File: config.mk
export PLATFORM = sky130hd
export DESIGN_NAME = touchpad_report_to_mt_events
export DESIGN_NICKNAME = d
export VERILOG_FILES = /design/src/sv/tprmt_pkg.sv /design/src/sv/tprmt_lane.sv /design/src/sv/tprmt_emit.sv /design/src/sv/touchpad_report_to_mt_events.sv
export SDC_FILE = /design/constraint.sdc
export NUM_CORES = 1
export LEC_CHECK = 0
export BUFFER_PORTS_ARGS = -buffer_cell sky130_fd_sc_hd__buf_4
export CORE_MARGIN = 4
export CORE_UTILIZATION = 61
export CTS_CLUSTER_DIAMETER = 50
export DETAILED_ROUTE_END_ITERATION = 10
export PLACE_DENSITY_LB_ADDON = 0.15
export SYNTH_ARGS = -nofsm -noshare
export SYNTH_HDL_FRONTEND = slang
export SYNTH_SLANG_ARGS = --single-unit
export TNS_END_PERCENT = 100
File: constraint.sdc
create_clock -name clock -period 12.9 [get_ports clock]
set_clock_uncertainty 0.15 [all_clocks]
set_input_delay 1.29 -clock clock [delete_from_list [all_inputs] [get_ports clock]]
set_output_delay 1.29 -clock clock [all_outputs]
set_load 0.03 [all_outputs]
File: src/sv/tprmt_pkg.sv
`default_nettype none
// ---------------------------------------------------------------------------
// tprmt_pkg
// Shared types and constants of the touchpad report to multitouch event block.
// ---------------------------------------------------------------------------
package tprmt_pkg;

   localparam int SLOT_COUNT     = 5;
   localparam int TRACK_ID_BITS  = 16;
   localparam int SLOT_W         = (SLOT_COUNT > 1) ? $clog2(SLOT_COUNT) : 1;
   localparam int RECORD_COUNT   = 5;
   localparam int RECORD_BITS    = 40;
   localparam int RANK_W         = 3;
   localparam int STATUS_SLOTS   = 5;
   localparam int STATUS_BASE    = 3;
   localparam int VALUE_BITS     = 17;
   localparam int CODE_BITS      = 4;
   localparam int REQ_DATA_BITS  = 216;
   localparam int RSP_DATA_BITS  = 24;
   localparam int CSR_ADDR_BITS  = 2;
   localparam int CSR_DATA_BITS  = 12;

   localparam logic [7:0]  RESET_REPORT_ID  = 8'h5d;
   localparam logic [11:0] RESET_Y_FLIP     = 12'h6de;
   localparam logic [3:0]  RESET_PALM_MAJOR = 4'h8;
   localparam logic [7:0]  RESET_PALM_PRESS = 8'h80;

   localparam logic [VALUE_BITS-1:0] TOOL_FINGER = VALUE_BITS'(0);
   localparam logic [VALUE_BITS-1:0] TOOL_PALM   = VALUE_BITS'(2);

   typedef enum logic [CODE_BITS-1:0] {
      EV_SLOT     = 4'd0,
      EV_TRACK_ID = 4'd1,
      EV_TOOL     = 4'd2,
      EV_MT_X     = 4'd3,
      EV_MT_Y     = 4'd4,
      EV_MAJOR    = 4'd5,
      EV_PRESSURE = 4'd6,
      EV_X        = 4'd7,
      EV_Y        = 4'd8,
      EV_WIDTH    = 4'd9,
      EV_TOUCH    = 4'd10,
      EV_FINGER   = 4'd11,
      EV_BUTTON   = 4'd12,
      EV_SYNC     = 4'd13
   } event_code_type;

   typedef enum logic [CSR_ADDR_BITS-1:0] {
      CSR_REPORT_ID  = 2'd0,
      CSR_Y_FLIP     = 2'd1,
      CSR_PALM_MAJOR = 2'd2,
      CSR_PALM_PRESS = 2'd3
   } csr_index_type;

   typedef struct packed {
      logic [7:0]  report_id;
      logic [11:0] y_flip;
      logic [3:0]  palm_major;
      logic [7:0]  palm_press;
   } cfg_type;

   // What one slot lane found in the current report
   typedef struct packed {
      logic        report;
      logic        present;
      logic        first;
      logic        palm;
      logic        needs_new;
      logic [11:0] x;
      logic [12:0] y;
      logic [3:0]  major;
      logic [7:0]  press;
   } lane_type;

endpackage
`default_nettype wire

File: src/sv/tprmt_lane.sv
`default_nettype none
// ---------------------------------------------------------------------------
// tprmt_lane
// One slot lane: finds the slot's record, decodes it and decides whether the
// slot is reported and whether it needs a fresh tracking id.
// ---------------------------------------------------------------------------
module tprmt_lane (
   input  wire logic [tprmt_pkg::SLOT_W-1:0]      lane_idx,
   input  wire logic [7:0]                        status,
   input  wire logic [tprmt_pkg::RECORD_COUNT-1:0]
                     [tprmt_pkg::RECORD_BITS-1:0]  records,
   input  wire tprmt_pkg::cfg_type                cfg,
   input  wire logic                              active,
   input  wire logic                              is_palm,
   output tprmt_pkg::lane_type                    info
);
   import tprmt_pkg::*;

   logic [STATUS_SLOTS-1:0] slot_bits;
   logic [RANK_W-1:0]       rank;
   logic [RECORD_BITS-1:0]  rec;
   logic [7:0]              b0, b1, b2, b3, b4;
   logic [11:0]             raw_y;
   logic                    present;
   logic                    palm;

   always_comb begin
      slot_bits = status[STATUS_BASE +: STATUS_SLOTS];
      present   = slot_bits[lane_idx];
      // rank of this contact among the present slots below it
      rank = '0;
      for (int i = 0; i < STATUS_SLOTS; i++) begin
         if ((SLOT_W'(i) < lane_idx) && slot_bits[i]) begin
            rank = rank + RANK_W'(1);
         end
      end
      rec   = records[rank];
      b0    = rec[39:32];
      b1    = rec[31:24];
      b2    = rec[23:16];
      b3    = rec[15:8];
      b4    = rec[7:0];
      palm  = b3[7];
      raw_y = {b0[3:0], b2};

      info.report    = present || active;
      info.present   = present;
      info.first     = (rank == '0);
      info.palm      = present ? palm : is_palm;
      info.needs_new = present && (!active || (is_palm != palm));
      info.x         = {b0[7:4], b1};
      info.y         = {1'b0, cfg.y_flip} - {1'b0, raw_y};
      info.major     = palm ? cfg.palm_major : {1'b0, b3[6:4]};
      info.press     = palm ? cfg.palm_press : {1'b0, b4[6:0]};
   end

endmodule
`default_nettype wire

File: src/sv/tprmt_emit.sv
`default_nettype none
// ---------------------------------------------------------------------------
// tprmt_emit
// Merging stage: captures the lane results of one report and walks them
// slot by slot, one event per cycle while rsp_tready does not hold it, into the output register.
// ---------------------------------------------------------------------------
module tprmt_emit (
   input  wire logic                                  clock,
   input  wire logic                                  reset,
   input  wire logic                                  load,
   input  wire tprmt_pkg::lane_type [tprmt_pkg::SLOT_COUNT-1:0] lanes,
   input  wire logic [tprmt_pkg::SLOT_COUNT-1:0]
                     [tprmt_pkg::TRACK_ID_BITS-1:0]    tids,
   input  wire logic                                  any_touch,
   input  wire logic                                  button,
   output logic                                       busy,
   output logic                                       rsp_tvalid,
   input  wire logic                                  rsp_tready,
   output logic [tprmt_pkg::RSP_DATA_BITS-1:0]        rsp_tdata,
   output logic                                       rsp_tlast
);
   import tprmt_pkg::*;

   typedef enum logic [2:0] {
      ST_IDLE  = 3'b001,
      ST_SLOTS = 3'b010,
      ST_TAIL  = 3'b100
   } seq_state_type;

   seq_state_type                                state_ff, state_in;
   logic [SLOT_W-1:0]                            slot_ff, slot_in;
   event_code_type                               code_ff, code_in;
   lane_type [SLOT_COUNT-1:0]                    lanes_ff;
   logic [SLOT_COUNT-1:0][TRACK_ID_BITS-1:0]     tids_ff;
   logic                                         any_ff;
   logic                                         button_ff;

   logic                                         valid_ff, valid_in;
   event_code_type                               out_code_ff;
   logic [VALUE_BITS-1:0]                        out_value_ff, value;
   logic                                         out_last_ff;

   lane_type                                     cur;
   logic                                         adv;
   logic                                         emit;
   logic                                         emit_last;
   logic                                         slot_done;

   always_comb begin
      cur       = lanes_ff[slot_ff];
      adv       = !valid_ff || rsp_tready;
      state_in  = state_ff;
      slot_in   = slot_ff;
      code_in   = code_ff;
      emit      = 1'b0;
      emit_last = 1'b0;
      slot_done = 1'b0;
      slot_done = (code_ff == EV_TOOL && !cur.present) ||
                  (code_ff == EV_PRESSURE && !cur.first) ||
                  (code_ff == EV_WIDTH);

      unique case (state_ff)
         ST_IDLE: begin
            if (load) begin
               state_in = ST_SLOTS;
               slot_in  = '0;
               code_in  = EV_SLOT;
            end
         end
         ST_SLOTS: begin
            if (!cur.report || adv) begin
               emit = cur.report;
               if (!cur.report || slot_done) begin
                  // move on to the next slot, or to the closing events
                  if (slot_ff == SLOT_W'(SLOT_COUNT - 1)) begin
                     state_in = ST_TAIL;
                     code_in  = EV_TOUCH;
                  end else begin
                     slot_in = slot_ff + SLOT_W'(1);
                     code_in = EV_SLOT;
                  end
               end else begin
                  code_in = event_code_type'(code_ff + CODE_BITS'(1));
               end
            end
         end
         ST_TAIL: begin
            if (adv) begin
               emit = 1'b1;
               if (code_ff == EV_SYNC) begin
                  emit_last = 1'b1;
                  state_in  = ST_IDLE;
               end else begin
                  code_in = event_code_type'(code_ff + CODE_BITS'(1));
               end
            end
         end
         default: begin
            state_in = ST_IDLE;
         end
      endcase

      unique case (code_ff)
         EV_SLOT:     value = VALUE_BITS'(slot_ff);
         EV_TRACK_ID: value = cur.present ? VALUE_BITS'(tids_ff[slot_ff]) : '1;
         EV_TOOL:     value = cur.palm ? TOOL_PALM : TOOL_FINGER;
         EV_MT_X,
         EV_X:        value = VALUE_BITS'(cur.x);
         EV_MT_Y,
         EV_Y:        value = {{(VALUE_BITS - 13){cur.y[12]}}, cur.y};
         EV_MAJOR,
         EV_WIDTH:    value = VALUE_BITS'(cur.major);
         EV_PRESSURE: value = VALUE_BITS'(cur.press);
         EV_TOUCH,
         EV_FINGER:   value = VALUE_BITS'(any_ff);
         EV_BUTTON:   value = VALUE_BITS'(button_ff);
         default:     value = '0;
      endcase

      if (emit) begin
         valid_in = 1'b1;
      end else if (rsp_tready) begin
         valid_in = 1'b0;
      end else begin
         valid_in = valid_ff;
      end
   end

   always_ff @(posedge clock) begin
      if (reset) begin
         state_ff <= ST_IDLE;
         valid_ff <= 1'b0;
      end else begin
         state_ff <= state_in;
         valid_ff <= valid_in;
      end
   end

   always_ff @(posedge clock) begin
      slot_ff <= slot_in;
      code_ff <= code_in;
      if (load && state_ff == ST_IDLE) begin
         lanes_ff  <= lanes;
         tids_ff   <= tids;
         any_ff    <= any_touch;
         button_ff <= button;
      end
      if (emit) begin
         out_code_ff  <= code_ff;
         out_value_ff <= value;
         out_last_ff  <= emit_last;
      end
   end

   assign busy       = (state_ff != ST_IDLE);
   assign rsp_tvalid = valid_ff;
   assign rsp_tdata  = {(RSP_DATA_BITS - VALUE_BITS - CODE_BITS)'(0), out_value_ff, out_code_ff};
   assign rsp_tlast  = out_last_ff;

endmodule
`default_nettype wire

File: src/sv/touchpad_report_to_mt_events.sv
`default_nettype none
// ---------------------------------------------------------------------------
// touchpad_report_to_mt_events
// Turns touchpad reports into a stream of multitouch events, keeping the
// per-slot contact state and the tracking id counter.
// ---------------------------------------------------------------------------
//  Channel | Direction | Contents
//  req_    | in        | report id, status byte, five contact records
//  rsp_    | out       | event code and value, tlast on the closing sync
//  csr_    | in        | register writes, no read-back
//
// A matching report is captured when it is accepted; the sequencer then walks
// its events slot by slot and steps over each slot that is not reported. With
// all five slots present a report gives 42 events, the most any report needs.
// A report with another id is accepted and gives nothing.
// The sequencer holds while an event waits in the output register and
// rsp_tready is low.
// Reset is synchronous and restores registers, slot state and id counter.
// ---------------------------------------------------------------------------
module touchpad_report_to_mt_events (
   input  wire logic                                   clock,
   input  wire logic                                   reset,
   input  wire logic                                   req_tvalid,
   output logic                                        req_tready,
   // [7:0] report_id, [15:8] status_byte, [55:16] record_0, [95:56] record_1,
   // [135:96] record_2, [175:136] record_3, [215:176] record_4
   input  wire logic [tprmt_pkg::REQ_DATA_BITS-1:0]    req_tdata,
   output logic                                        rsp_tvalid,
   input  wire logic                                   rsp_tready,
   // [3:0] event_code, [20:4] event_value, [23:21] zero
   output logic [tprmt_pkg::RSP_DATA_BITS-1:0]         rsp_tdata,
   output logic                                        rsp_tlast,
   input  wire logic                                   csr_wr_en,
   input  wire logic [tprmt_pkg::CSR_ADDR_BITS-1:0]    csr_addr,
   input  wire logic [tprmt_pkg::CSR_DATA_BITS-1:0]    csr_wdata
);
   import tprmt_pkg::*;

   cfg_type                                   cfg_ff, cfg_in;
   logic [SLOT_COUNT-1:0]                     active_ff, active_in;
   logic [SLOT_COUNT-1:0]                     palm_ff, palm_in;
   logic [SLOT_COUNT-1:0][TRACK_ID_BITS-1:0]  track_ff, track_in;
   logic [TRACK_ID_BITS-1:0]                  next_id_ff, next_id_in;

   logic [RECORD_COUNT-1:0][RECORD_BITS-1:0]  records;
   lane_type [SLOT_COUNT-1:0]                 lanes;
   logic [SLOT_COUNT-1:0][TRACK_ID_BITS-1:0]  new_tid;
   logic [7:0]                                report_id;
   logic [7:0]                                status;
   logic                                      busy;
   logic                                      load;
   logic                                      any_touch;
   logic [TRACK_ID_BITS-1:0]                  id_count;

   always_comb begin
      report_id = req_tdata[7:0];
      status    = req_tdata[15:8];
      for (int k = 0; k < RECORD_COUNT; k++) begin
         records[k] = req_tdata[16 + k * RECORD_BITS +: RECORD_BITS];
      end
      any_touch = |status[STATUS_BASE +: SLOT_COUNT];
   end

   assign req_tready = !busy;
   assign load       = req_tvalid && req_tready && (report_id == cfg_ff.report_id);

   for (genvar s = 0; s < SLOT_COUNT; s++) begin : g_lane
      tprmt_lane u_lane (
         .lane_idx (SLOT_W'(s)),
         .status   (status),
         .records  (records),
         .cfg      (cfg_ff),
         .active   (active_ff[s]),
         .is_palm  (palm_ff[s]),
         .info     (lanes[s])
      );
   end

   // hand out fresh ids in slot order
   always_comb begin
      id_count = next_id_ff;
      for (int s = 0; s < SLOT_COUNT; s++) begin
         new_tid[s] = lanes[s].needs_new ? id_count : track_ff[s];
         if (lanes[s].needs_new) begin
            id_count = id_count + TRACK_ID_BITS'(1);
         end
      end
      next_id_in = load ? id_count : next_id_ff;
      for (int s = 0; s < SLOT_COUNT; s++) begin
         active_in[s] = load ? lanes[s].present : active_ff[s];
         palm_in[s]   = load ? lanes[s].palm    : palm_ff[s];
         track_in[s]  = load ? new_tid[s]       : track_ff[s];
      end
   end

   always_comb begin
      cfg_in = cfg_ff;
      if (csr_wr_en) begin
         unique case (csr_index_type'(csr_addr))
            CSR_REPORT_ID:  cfg_in.report_id  = csr_wdata[7:0];
            CSR_Y_FLIP:     cfg_in.y_flip     = csr_wdata[11:0];
            CSR_PALM_MAJOR: cfg_in.palm_major = csr_wdata[3:0];
            CSR_PALM_PRESS: cfg_in.palm_press = csr_wdata[7:0];
            default:        cfg_in = cfg_ff;
         endcase
      end
   end

   always_ff @(posedge clock) begin
      if (reset) begin
         cfg_ff.report_id  <= RESET_REPORT_ID;
         cfg_ff.y_flip     <= RESET_Y_FLIP;
         cfg_ff.palm_major <= RESET_PALM_MAJOR;
         cfg_ff.palm_press <= RESET_PALM_PRESS;
         active_ff         <= '0;
         palm_ff           <= '0;
         track_ff          <= '0;
         next_id_ff        <= '0;
      end else begin
         cfg_ff     <= cfg_in;
         active_ff  <= active_in;
         palm_ff    <= palm_in;
         track_ff   <= track_in;
         next_id_ff <= next_id_in;
      end
   end

   tprmt_emit u_emit (
      .clock      (clock),
      .reset      (reset),
      .load       (load),
      .lanes      (lanes),
      .tids       (new_tid),
      .any_touch  (any_touch),
      .button     (status[0]),
      .busy       (busy),
      .rsp_tvalid (rsp_tvalid),
      .rsp_tready (rsp_tready),
      .rsp_tdata  (rsp_tdata),
      .rsp_tlast  (rsp_tlast)
   );

endmodule
`default_nettype wire

==> results.md <==
* RSZ-0062 raised after global routing: no
* Largest net degree at the start of global routing at 180
* Total GRT Usage at 34.05%
* Initial DRC Count at 2,722
* Initial antenna violation count at 1
* First-pass GRT wire length at 125,400 microns
* Max-cap viol count at 0
* Die Y at 219.6 microns
* Cell Area, Synth at 27,310 sq um
* Post-layout min period at 7.966 ns
* Fraction of layout cells with a size suffix above 1 at 21.82%
* Synth Flop Type: edfxtp_1
* PD cells at 121.9 nW/um^2
* Post-Syn Area per Cell at 10.51 sq um
* Core Util, Final at 70.64%
* Setup bufs post-CTS at 0
* Via count at 22.22k
* Maximum clock rate at 125.5 MHz
* Drt drc at 0
* Longest Clk Path Bufs at 3
* Sequential share of the synthesized area at 45.05%
* Worst EP arrival at 8.25 ns
* CP required at 13.19 ns
* # H-tree levels at 2
* Row count at 77
* Yosys synthesis warning count at 0
* Ys async rst share at 0%
* Worst hold stages at 2
* I/O Buffers at 231
* Seq cells post-synth at 457
* VDD IR max at 0.0001187 V
* DRT Wirelength at 83,610 microns
* DR WL/cell at 24.69 microns
* Clock sink total at 457
* PostCTS Resize Cnt at 0
* Congestion Overflow GR at 0
* Final GP Congestion at 0.9310
* Worst-Skew Late Latency at 0.61 ns
* Leak at 11.49 nW
* Worst-Margin Slew at 1.403 ns
* Final Max Tran Viols at 0
* TritonCTS buffer count at 54
* N_diodes at 0
* Initial core utilization at 61.75%
* Final-report hold violation count at 0
* Nets@finish at 3,066
* Worst setup margin at 4.934 ns
* Hold crit path type: reg -> reg
* Vias in the first global route at 21.35k
* Syn Inst Count at 2,599
* Die width at 219.6 microns
* Top Ports at 262
* Final antenna-violating net count at 0
* Total negative setup slack at 0 ns
* Worst Reg2Reg Path Length in Cells at 20
* Cts hold-fix bufs at 0
* Area of the core at 44,220 sq um
* CP Max Fanout at 35
* Fin crit share at 61.75%
* Die ar. at 48,220 sq um
* Vias/cell at 6.561
* Nature of the critical path startpoint: input port
* Drt pass-1 iters at 6
* CP Class: in -> reg
* Post-synth EDFFs at 315
* Status: complete, no violations
* Relative slew slack at 4.027%
* Clk pin slew, worst setup/hold paths at 0.06 ns
* Syn-to-layout area delta at 14.40%
* Root buffer cell: clkbuf_16
* Detailed placement HPWL at 56,940 microns
* Setup violators final at 0
* Kind of end point of the critical path: flip-flop
* TritonCTS clock tree: yes
* DP Worst Slack at 4.517 ns
* Post-synth cell types at 99
-- power breakdown --
part           total, mW  switching (mW)  internal (mW)
combinational      0.673           0.376          0.297
clock               1.53           0.639          0.887
sequential          1.61         0.00852           1.60
total               3.81            1.02           2.78
-- final cells by class --
cell class | count | area (sq um)
multi-input combinational | 1874 | 14050
fill | 3234 | 12980
sequential | 457 | 12300
timing repair buffer | 268 | 2024
clock buffer | 70 | 1453
tap | 592 | 740.7
inverter | 95 | 356.6
clock inverter | 31 | 315.3
-- cells by family after synthesis --
family	after synthesis	synth area share, %
xor gates and xnor gates	151	5.278
adders and majority gates	81	3.849
buffers and inverters	270	3.885
and+or+nand+nor	829	13.81
muxes	232	14.81
AOI/OAI and AO/OA	578	13.30
DFF	457	45.05
other	1	0.01373
-- layer usage --
layer	track usage, %	wire length, microns
met5	0	0
met4	11.53	2788
met3	6.977	10220
met2	50.47	36370
met1	50.54	34230
-- Yosys cell counts (6+ instances only) --
master,instances,area (sq um)
xor2_1,53,464.2
nand4_1,18,112.6
and2_1,17,106.4
buf_1,15,56.30
inv_1,92,345.3
mux2_2,50,563.0
xnor2_1,86,753.2
a211o_1,11,96.34
nand2b_1,18,112.6
a31oi_1,18,112.6
nor3_1,22,110.1
o221ai_1,15,131.4
o21ai_0,108,540.5
and3_1,37,231.5
a22oi_1,31,232.7
buf_2,10,50.05
nand3_1,37,185.2
or2_2,8,50.05
a21o_1,27,202.7
a22o_1,27,236.5
o21bai_1,17,127.6
a211oi_1,19,142.6
o22ai_1,13,81.33
nand2_1,474,1779
nor2_1,126,473.0
clkbuf_1,143,536.8
edfxtp_1,315,9459
dfxtp_1,142,2843
nor2b_1,13,81.33
mux4_2,131,2950
ha_1,76,950.9
nor4_1,6,37.54
nand3b_1,11,82.58
a21oi_1,238,1191
mux2i_1,48,480.5
-- final timing paths --
| check | slack, ns | end | startpoint |
|---|---|---|---|
| worst min-delay path | 0.30 | track_ff[50] | track_ff[50] |
| worst max-delay path | 4.93 | next_id_ff[15] | req_tdata[11] |
| worst max register to register | 7.04 | next_id_ff[14] | palm_ff[0] |
| worst min register to register | 0.30 | track_ff[50] | track_ff[50] |
-- per-stage QoR --
step	instances	total power, mW	hold WS [ns]	instance area [sq um]
4_1_cts	3387	3.805	0.3014	31240
6_report	3387	3.807	0.2992	31240
5_1_grt	3387	3.929	0.3141	31240
3_5_place_dp	3286	2.296	0.2933	29470
2_1_floorplan	2601	2.080	0.2744	27310
3_3_place_gp	3286	2.278	0.2861	29470
-- state kept, by name (all words and copies together) (netlist names), 4 cells and up --
register,cells
u_emit.code_ff,4
u_emit.out_code_ff,4
palm_ff,5
u_emit.out_value_ff,17
u_emit.tids_ff,80
track_ff,80
next_id_ff,16
active_ff,5
u_emit.lanes_ff,204
cfg_ff,32
-- worst max-delay path, cell delays in order --
cell	delay, ns
buf_4	0.37
inv_1	0.43
ha_2	0.75
buf_4	0.64
mux4_2	0.77
nand2b_1	0.15
a211o_1	0.71
xnor2_1	0.25
o21a_1	0.57
o21ai_0	0.35
nor2_1	0.24
o211ai_1	0.24
nor4_1	0.42
xnor2_1	0.27
nand3_1	0.19
nor4_2	0.28
xnor2_1	0.18
a211oi_2	0.09
-- cells in the final DEF (no fill, tap or decap), drive strengths merged, types with 22 or more instances in the layout --
cell,n
mux4,131
inv,102
a22oi,31
and3,37
xor2,57
xnor2,93
nand3,40
nand2,475
edfxtp,315
a22o,27
buf,268
a211oi,22
a21oi,242
o21ai,111
mux2i,50
clkbuf,70
nor3,25
mux2,51
ha,76
nor2,126
a21o,28
dfxtp,142
(Power assumes the default switching activity.)
